### config.mk
export PLATFORM = sky130hd
export DESIGN_NAME = periodic_timer_bank
export DESIGN_NICKNAME = d
export VERILOG_FILES = /design/src/sv/ptb_pkg.sv /design/src/sv/periodic_timer_bank.sv
export SDC_FILE = /design/constraint.sdc
export NUM_CORES = 1
export LEC_CHECK = 0
export BUFFER_PORTS_ARGS = -buffer_cell sky130_fd_sc_hd__buf_2
export CAP_MARGIN = 20
export CORE_UTILIZATION = 35
export DETAILED_ROUTE_END_ITERATION = 7
export PLACE_DENSITY_LB_ADDON = 0.3
export SLEW_MARGIN = 20
export SYNTH_ARGS = -nofsm -noshare
export SYNTH_HDL_FRONTEND = slang
export SYNTH_SLANG_ARGS = --single-unit
### constraint.sdc
create_clock -name clk -period 7.2 [get_ports clk]
set_input_delay 1.8 -clock clk [delete_from_list [all_inputs] [get_ports clk]]
set_output_delay 1.8 -clock clk [all_outputs]
set_load 0.05 [all_outputs]
### src/sv/ptb_pkg.sv
// ----------------------------------------------------------------------------
// ptb_pkg
// Shared types and constants for the periodic timer bank.
// ----------------------------------------------------------------------------
package ptb_pkg;

    localparam int NUM_TIMERS_DEF = 16;

    typedef enum logic [1:0] {
        ACT_TICK    = 2'd0,
        ACT_ADD     = 2'd1,
        ACT_REM_WIN = 2'd2,
        ACT_REM_ID  = 2'd3
    } action_t;

    typedef enum logic [1:0] {
        KIND_TIMEOUT = 2'd0,
        KIND_ADDED   = 2'd1,
        KIND_FULL    = 2'd2
    } kind_t;

    typedef enum logic [1:0] {
        ST_IDLE,
        ST_ADD,
        ST_WALK,
        ST_FLUSH
    } state_t;

    typedef struct packed {
        logic [7:0]  window;
        logic [15:0] ident;
        logic [15:0] period;
        logic [15:0] count;
    } slot_t;

endpackage

### src/sv/periodic_timer_bank.sv
// ----------------------------------------------------------------------------
// periodic_timer_bank
// Bank of periodic timers kept as a linked active list and a free chain over
// a slot table held in two synchronous memories (slot data and links).
// ----------------------------------------------------------------------------
// add: after acceptance, ST_ADD loads the result into the output register once
// the output is free; the next word is accepted after that. tick and remove: the
// walk visits one slot per cycle through the slot memory read port, unless output backpressure stalls it.
// reset: lists empty, free chain in slot order; a fill count stands in for
// the initial free links, so there is no clearing pass after reset.
module periodic_timer_bank #(
    parameter int NUM_TIMERS = ptb_pkg::NUM_TIMERS_DEF
) (
    input  logic        clk,
    input  logic        rst_n,
    input  logic        in_valid,
    output logic        in_ready,
    input  logic [1:0]  action,
    input  logic [7:0]  window_id,
    input  logic [15:0] timer_id,
    input  logic [15:0] interval_ticks,
    output logic        out_valid,
    input  logic        out_ready,
    output logic [1:0]  kind,
    output logic [7:0]  window_id_out,
    output logic        last
);
    import ptb_pkg::*;

    localparam int AW = $clog2(NUM_TIMERS);
    localparam int LW = $clog2(NUM_TIMERS + 1);
    localparam logic [LW-1:0] NONE = LW'(NUM_TIMERS);

    // slot memories
    slot_t           data_mem [NUM_TIMERS];
    logic [LW-1:0]   link_mem [NUM_TIMERS];
    slot_t           data_rdata;
    logic [LW-1:0]   link_rdata;
    logic [LW-1:0]   rd_sel;
    logic [AW-1:0]   rd_addr;
    logic            data_we;
    logic [AW-1:0]   data_waddr;
    slot_t           data_wdata;
    logic            link_we;
    logic [AW-1:0]   link_waddr;
    logic [LW-1:0]   link_wdata;

    state_t          state_reg, state_next;
    logic [LW-1:0]   cur_reg, cur_next;
    logic [LW-1:0]   prev_reg, prev_next;
    logic [LW-1:0]   plink_reg, plink_next;
    logic            pdirty_reg, pdirty_next;
    logic [LW-1:0]   active_head_reg, active_head_next;
    logic [LW-1:0]   free_head_reg, free_head_next;
    logic [LW-1:0]   fill_reg, fill_next;
    action_t         act_reg, act_next;
    logic [7:0]      win_reg, win_next;
    logic [15:0]     id_reg, id_next;
    logic [15:0]     per_reg, per_next;
    logic            pend_valid_reg, pend_valid_next;
    logic [7:0]      pend_win_reg, pend_win_next;
    logic            out_valid_reg, out_valid_next;
    kind_t           out_kind_reg, out_kind_next;
    logic [7:0]      out_win_reg, out_win_next;
    logic            out_last_reg, out_last_next;

    logic            out_free;
    logic [16:0]     count_inc;
    logic            fire;
    logic            hit;

    always_ff @(posedge clk)
    begin
        if (data_we)
        begin
            data_mem[data_waddr] <= data_wdata;
        end
        if (link_we)
        begin
            link_mem[link_waddr] <= link_wdata;
        end
        data_rdata <= data_mem[rd_addr];
        link_rdata <= link_mem[rd_addr];
    end

    // link code none is mapped to address zero, so it never reads beyond the table
    assign rd_addr = (rd_sel >= NONE) ? '0 : rd_sel[AW-1:0];

    assign out_free  = !out_valid_reg || out_ready;
    assign count_inc = {1'b0, data_rdata.count} + 17'd1;
    assign fire      = count_inc >= {1'b0, data_rdata.period};
    assign hit       = (data_rdata.window == win_reg) &&
                       ((act_reg != ACT_REM_ID) || (data_rdata.ident == id_reg));

    always_ff @(posedge clk or negedge rst_n)
    begin
        if (!rst_n)
        begin
            state_reg       <= ST_IDLE;
            cur_reg         <= NONE;
            prev_reg        <= NONE;
            pdirty_reg      <= 1'b0;
            active_head_reg <= NONE;
            free_head_reg   <= '0;
            fill_reg        <= '0;
            pend_valid_reg  <= 1'b0;
            out_valid_reg   <= 1'b0;
        end
        else
        begin
            state_reg       <= state_next;
            cur_reg         <= cur_next;
            prev_reg        <= prev_next;
            pdirty_reg      <= pdirty_next;
            active_head_reg <= active_head_next;
            free_head_reg   <= free_head_next;
            fill_reg        <= fill_next;
            pend_valid_reg  <= pend_valid_next;
            out_valid_reg   <= out_valid_next;
        end
    end

    always_ff @(posedge clk)
    begin
        plink_reg    <= plink_next;
        act_reg      <= act_next;
        win_reg      <= win_next;
        id_reg       <= id_next;
        per_reg      <= per_next;
        pend_win_reg <= pend_win_next;
        out_kind_reg <= out_kind_next;
        out_win_reg  <= out_win_next;
        out_last_reg <= out_last_next;
    end

    always_comb
    begin
        state_next       = state_reg;
        cur_next         = cur_reg;
        prev_next        = prev_reg;
        plink_next       = plink_reg;
        pdirty_next      = pdirty_reg;
        active_head_next = active_head_reg;
        free_head_next   = free_head_reg;
        fill_next        = fill_reg;
        act_next         = act_reg;
        win_next         = win_reg;
        id_next          = id_reg;
        per_next         = per_reg;
        pend_valid_next  = pend_valid_reg;
        pend_win_next    = pend_win_reg;
        out_valid_next   = out_valid_reg && !out_ready;
        out_kind_next    = out_kind_reg;
        out_win_next     = out_win_reg;
        out_last_next    = out_last_reg;
        in_ready         = 1'b0;
        rd_sel           = cur_reg;
        data_we          = 1'b0;
        data_waddr       = cur_reg[AW-1:0];
        data_wdata       = data_rdata;
        link_we          = 1'b0;
        link_waddr       = cur_reg[AW-1:0];
        link_wdata       = free_head_reg;

        unique case (state_reg)
            ST_IDLE:
            begin
                in_ready = 1'b1;
                if (in_valid)
                begin
                    act_next = action_t'(action);
                    win_next = window_id;
                    id_next  = timer_id;
                    per_next = interval_ticks;
                    if (action_t'(action) == ACT_ADD)
                    begin
                        rd_sel     = free_head_reg;
                        state_next = ST_ADD;
                    end
                    else
                    begin
                        rd_sel      = active_head_reg;
                        cur_next    = active_head_reg;
                        prev_next   = NONE;
                        pdirty_next = 1'b0;
                        state_next  = ST_WALK;
                    end
                end
            end

            ST_ADD:
            begin
                rd_sel = free_head_reg;
                if (out_free)
                begin
                    out_valid_next = 1'b1;
                    out_win_next   = win_reg;
                    out_last_next  = 1'b1;
                    state_next     = ST_IDLE;
                    if (free_head_reg == NONE)
                    begin
                        out_kind_next = KIND_FULL;
                    end
                    else
                    begin
                        out_kind_next     = KIND_ADDED;
                        data_we           = 1'b1;
                        data_waddr        = free_head_reg[AW-1:0];
                        data_wdata.window = win_reg;
                        data_wdata.ident  = id_reg;
                        data_wdata.period = per_reg;
                        data_wdata.count  = '0;
                        link_we           = 1'b1;
                        link_waddr        = free_head_reg[AW-1:0];
                        link_wdata        = active_head_reg;
                        active_head_next  = free_head_reg;
                        // a slot never handed out yet links to the next fresh slot
                        if (free_head_reg == fill_reg)
                        begin
                            free_head_next = free_head_reg + LW'(1);
                            fill_next      = fill_reg + LW'(1);
                        end
                        else
                        begin
                            free_head_next = link_rdata;
                        end
                    end
                end
            end

            ST_WALK:
            begin
                if (cur_reg == NONE)
                begin
                    state_next = ST_FLUSH;
                end
                else if (act_reg == ACT_TICK)
                begin
                    // a timeout is held back until the next one fires or the walk ends, so the final one can carry last
                    if (!(fire && pend_valid_reg && !out_free))
                    begin
                        data_we          = 1'b1;
                        data_wdata.count = fire ? 16'd0 : count_inc[15:0];
                        if (fire)
                        begin
                            if (pend_valid_reg)
                            begin
                                out_valid_next = 1'b1;
                                out_kind_next  = KIND_TIMEOUT;
                                out_win_next   = pend_win_reg;
                                out_last_next  = 1'b0;
                            end
                            pend_valid_next = 1'b1;
                            pend_win_next   = data_rdata.window;
                        end
                        cur_next = link_rdata;
                        rd_sel   = link_rdata;
                    end
                end
                else
                begin
                    if (hit)
                    begin
                        link_we        = 1'b1;
                        link_wdata     = free_head_reg;
                        free_head_next = cur_reg;
                        if (prev_reg == NONE)
                        begin
                            active_head_next = link_rdata;
                        end
                        else
                        begin
                            // unlink from prev later, the write port is busy now
                            plink_next  = link_rdata;
                            pdirty_next = 1'b1;
                        end
                    end
                    else
                    begin
                        if (pdirty_reg)
                        begin
                            link_we     = 1'b1;
                            link_waddr  = prev_reg[AW-1:0];
                            link_wdata  = plink_reg;
                            pdirty_next = 1'b0;
                        end
                        prev_next = cur_reg;
                    end
                    cur_next = link_rdata;
                    rd_sel   = link_rdata;
                end
            end

            ST_FLUSH:
            begin
                if (pdirty_reg)
                begin
                    link_we     = 1'b1;
                    link_waddr  = prev_reg[AW-1:0];
                    link_wdata  = plink_reg;
                    pdirty_next = 1'b0;
                end
                if (pend_valid_reg)
                begin
                    if (out_free)
                    begin
                        out_valid_next  = 1'b1;
                        out_kind_next   = KIND_TIMEOUT;
                        out_win_next    = pend_win_reg;
                        out_last_next   = 1'b1;
                        pend_valid_next = 1'b0;
                        state_next      = ST_IDLE;
                    end
                end
                else
                begin
                    state_next = ST_IDLE;
                end
            end

            default:
            begin
                state_next = ST_IDLE;
            end
        endcase
    end

    assign out_valid     = out_valid_reg;
    assign kind          = out_kind_reg;
    assign window_id_out = out_win_reg;
    assign last          = out_last_reg;

endmodule
==> summary.md <==
| Metric | Value |
|---|---|
| Status | finished, final reports clean |
| Total Power | approximately 28000 uW |
| CP Launch Type | flop |
| CP Class | reg2reg |
| Core ar. | approximately 130000 um^2 |
| Setup_tns | 0 ns |
| Largest net degree at the start of global routing | roughly 110 |
| Max reg flops | about 900 |
| Post-synth top area cell | edfxtp_1 |
| Worst r2r src | data_rdata[2]$_DFF_P_ |
| Max Slew Vio Count | 0 |
| Via/cell ratio | between 5 and 6 |
| Synthesized area | 45500 um^2 |
| Pre-antenna DRT Iters | 6 |
| CP Max Fanout | between 50 and 60 |
| Mean post-synth cell area | 14.7 um^2 |
| Antenna violations before repair | 3 |
| Vias in the first global route | about 27000 |
| Final #Nets | around 3200 |
| Number of synthesized flops with an enable pin | about 1000 |
| Fin crit share | 0.843 |
| R2R Path End | data_rdata[6]$_DFF_P_ |
| Required time of the critical path | slightly below 8 ns |
| Clock Sinks | around 1100 |
| Hold Path Class | reg2reg |
| Largest registers | data_mem (896), link_mem (80), data_rdata (56) |
| Slew @ Worst Pin | approximately 1.1 ns |
| Largest cells by area after synthesis | edfxtp_1 69%, dfxtp_1 2.7%, o22ai_1 2.6% |
| CTS resizes | 0 |
| Worst slew margin | 0.267 |
| Final wirelength | between 100000 and 150000 um |
| Mapped Cells | 3089 |
| GRT Resource Usage Total | 0.193 |
| Clock Path Buffers | 3 |
| CTS buffer count | 112 |
| Final antenna-violating net count | 0 |
| # Max-Cap Violations | 0 |
| Biggest register | data_mem |
| Initial Utilization | 0.355 |
| Gpl congestion | ~0.84 |
| Max VDD drop | ~0.00076 V |
| Mapped Nets | about 3200 |
| Worst Hold Path Cells | 0 |
| Post-CTS Setup Inserts | 0 |
| Asr flop ratio synth | 0.0265 |
| Root Buffer Master | clkbuf_16 |
| Die width | 363 um |
| Initial DRC Count | roughly 2900 |
| Avg WL per Cell | 25.9 um |
| Sequential share of the synthesized area | 0.731 |
| Area delta synth->final | 14.5% |
| DIE AREA | ~130000 um^2 |
| Count of final setup violators | 0 |
| Skew-Pair Late Insertion Delay | ~0.70 ns |
| Via Count | approximately 28000 |
| First-pass GRT wire length | around 190000 um |
| P_leak | between 0.015 and 0.02 uW |
| Port Buf Inserts | between 50 and 60 |
| Worst hold slack | roughly 0.48 ns |
| Reg2Reg Depth | 17 |
| CTS Hold Bufs | 0 |
| Dpl hpwl | 66100 um |
| Share of cells above drive strength 1 | 0.129 |
| Fillers | around 12000 |
| Top FF cell, synth | edfxtp_1 |
| Pwr Density | roughly 540 nW/um^2 |
| Antenna cells | 0 |
| CTS tree | built |
| Residual DRC | 0 |
| Worst clock skew | between 0.03 and 0.04 ns |
| Yosys warns | 0 |
| Clock Pin Slew Worst Setup and Hold Paths | around 0.06 ns |
| Worst Hold End | pend_win_reg[4]$_DFFE_PP_ |
| Overall die height | about 360 um |
| # rows | 131 |
| Share of the synthesized area in the top cell type | 0.688 |
| HP Start | data_rdata[52]$_DFF_P_ |
| #FFs+latches synth | roughly 1100 |
| Gr ovfl total | 0 |
| Post-synth cell types | between 80 and 90 |
| Final hold viol count | 0 |
| IO Count | 59 |
| R2R Setup Slk | roughly 1.1 ns |
| RSZ-0062 raised after global routing | false |
| H-tree depth | 3 |
| Crit end category | flop |
| CP arrival | around 6.7 ns |
| Min Tclk post-route | a little over 6 ns |
| Peak Freq | ~0.16 GHz |
[layout make-up]
class,instances,area (um^2),share of cell area
clock buffers,146,3120,0.0600
clock inverters,68,767,0.0147
inverters,33,124,0.00238
multi-input cells,1706,11300,0.218
flip-flops and latches,1133,33300,0.639
well taps,1729,2160,0.0415
repair buffers,160,1310,0.0251
[stage by stage]
stage | std cells | instance area (um^2) | setup slack (ns) | utilization
finish | 4975 | 52100 | 1.13 | 0.406
global placement | 4760 | 48200 | 1.22 | 0.375
global route | 4975 | 52100 | 0.885 | 0.406
detailed placement | 4761 | 48200 | 1.16 | 0.375
CTS | 4975 | 52100 | 1.18 | 0.406
floorplan | 3089 | 45500 | 1.09 | -
[cells by family (layout without fill, tap and decap cells)]
kind of cell	Yosys count	count (layout)	share of synthesized area
xor+xnor	50	50	0.00962
buf+inv	250	407	0.0254
flops	1133	1133	0.731
mux	86	86	0.0194
compound gates	904	904	0.141
fa+ha+maj	24	24	0.00660
simple gates	642	642	0.0671
[routing by layer]
metal  global-route usage  wire [um]  vias up  part of all wire
met1                0.275      57200    14500              0.44
met4               0.0484       2510        0             0.019
met5                    0          0        -                 0
met3               0.0284       9050      179             0.070
li1                     -          -    12300                 -
met2                0.307      59900     1121              0.47
[critical path, cell delays in order, from the launching register on]
cell and delay (ns):
dfxtp_1 0.46, nand3_1 0.20, inv_1 0.12, nand3_1 0.10, nor2_1 0.34, and2_1 0.29, nand3_1 0.14, xnor2_1 0.16
ha_1 0.30, and3_1 0.21, a221oi_4 0.55, a21oi_2 0.24, o211ai_4 0.46, buf_4 0.74, nand3b_1 0.43, buf_4 0.39
buf_4 0.42, o2111a_1 0.35
[worst max-delay path by stage]
stage	start	to	slack, ns	cells past startpoint
final	data_rdata[2]$_DFF_P_	data_rdata[6]$_DFF_P_	1.13	17
after global routing	data_rdata[2]$_DFF_P_	data_rdata[6]$_DFF_P_	0.88	17
after CTS	data_rdata[2]$_DFF_P_	data_rdata[6]$_DFF_P_	1.18	17
after detailed placement	action[1]	data_rdata[1]$_DFF_P_	1.16	11
after global placement	action[1]	data_rdata[1]$_DFF_P_	1.22	11
after floorplan	data_rdata[2]$_DFF_P_	data_mem[4][0]$_DFFE_PP_	1.09	17
[synthesized netlist by cell type (4+ instances only)]
cell and instances:
nand2_1 277, a22oi_1 71, a31oi_1 66, nor3_1 10
nand4_1 11, a21o_1 7, a211oi_1 66, nor2_1 78
o22a_1 10, edfxtp_1 1042, o211ai_1 63, inv_1 31
buf_2 72, o2111a_1 57, o21bai_1 115, nand2b_1 5
and3_1 122, clkbuf_1 109, buf_4 30, xnor2_1 23
o22ai_1 188, o21ai_0 145, o21ai_1 5, mux2_2 16
and2_1 9, dfxtp_1 61, buf_1 4, nor4_1 6
o21a_1 11, mux2i_1 70, ha_1 24, o31ai_1 12
a31o_1 4, nand3_1 98, xor2_1 27, dfrtp_1 27
a2111oi_2 5, a221oi_1 8, a21oi_1 36
[report_power, final]
group / total [uW] / switching, uW / leakage [uW] / internal (uW)
clock: 6140 / 2540 / 0.00191 / 3600
sequential: 9590 / 423 / 0.0103 / 9160
combinational: 12300 / 8600 / 0.00535 / 3670
total: 28000 / 11600 / 0.0175 / 16400
[cells in the final DEF (no fill, tap or decap), drive strengths merged, types with 12 or more instances in the layout]
cell	instances
xnor2	23
o22ai	188
a31oi	66
o211ai	65
clkbuf	146
a21oi	38
clkinv	48
buf	160
edfxtp	1042
mux2i	70
inv	35
bufinv	15
and3	122
ha	24
mux2	16
o21bai	115
o31ai	12
xor2	27
nor2	82
o21ai	151
a22oi	71
a211oi	69
dfxtp	61
nand2	278
nand3	98
dfrtp	27
o2111a	57
(Power assumes the default switching activity.)
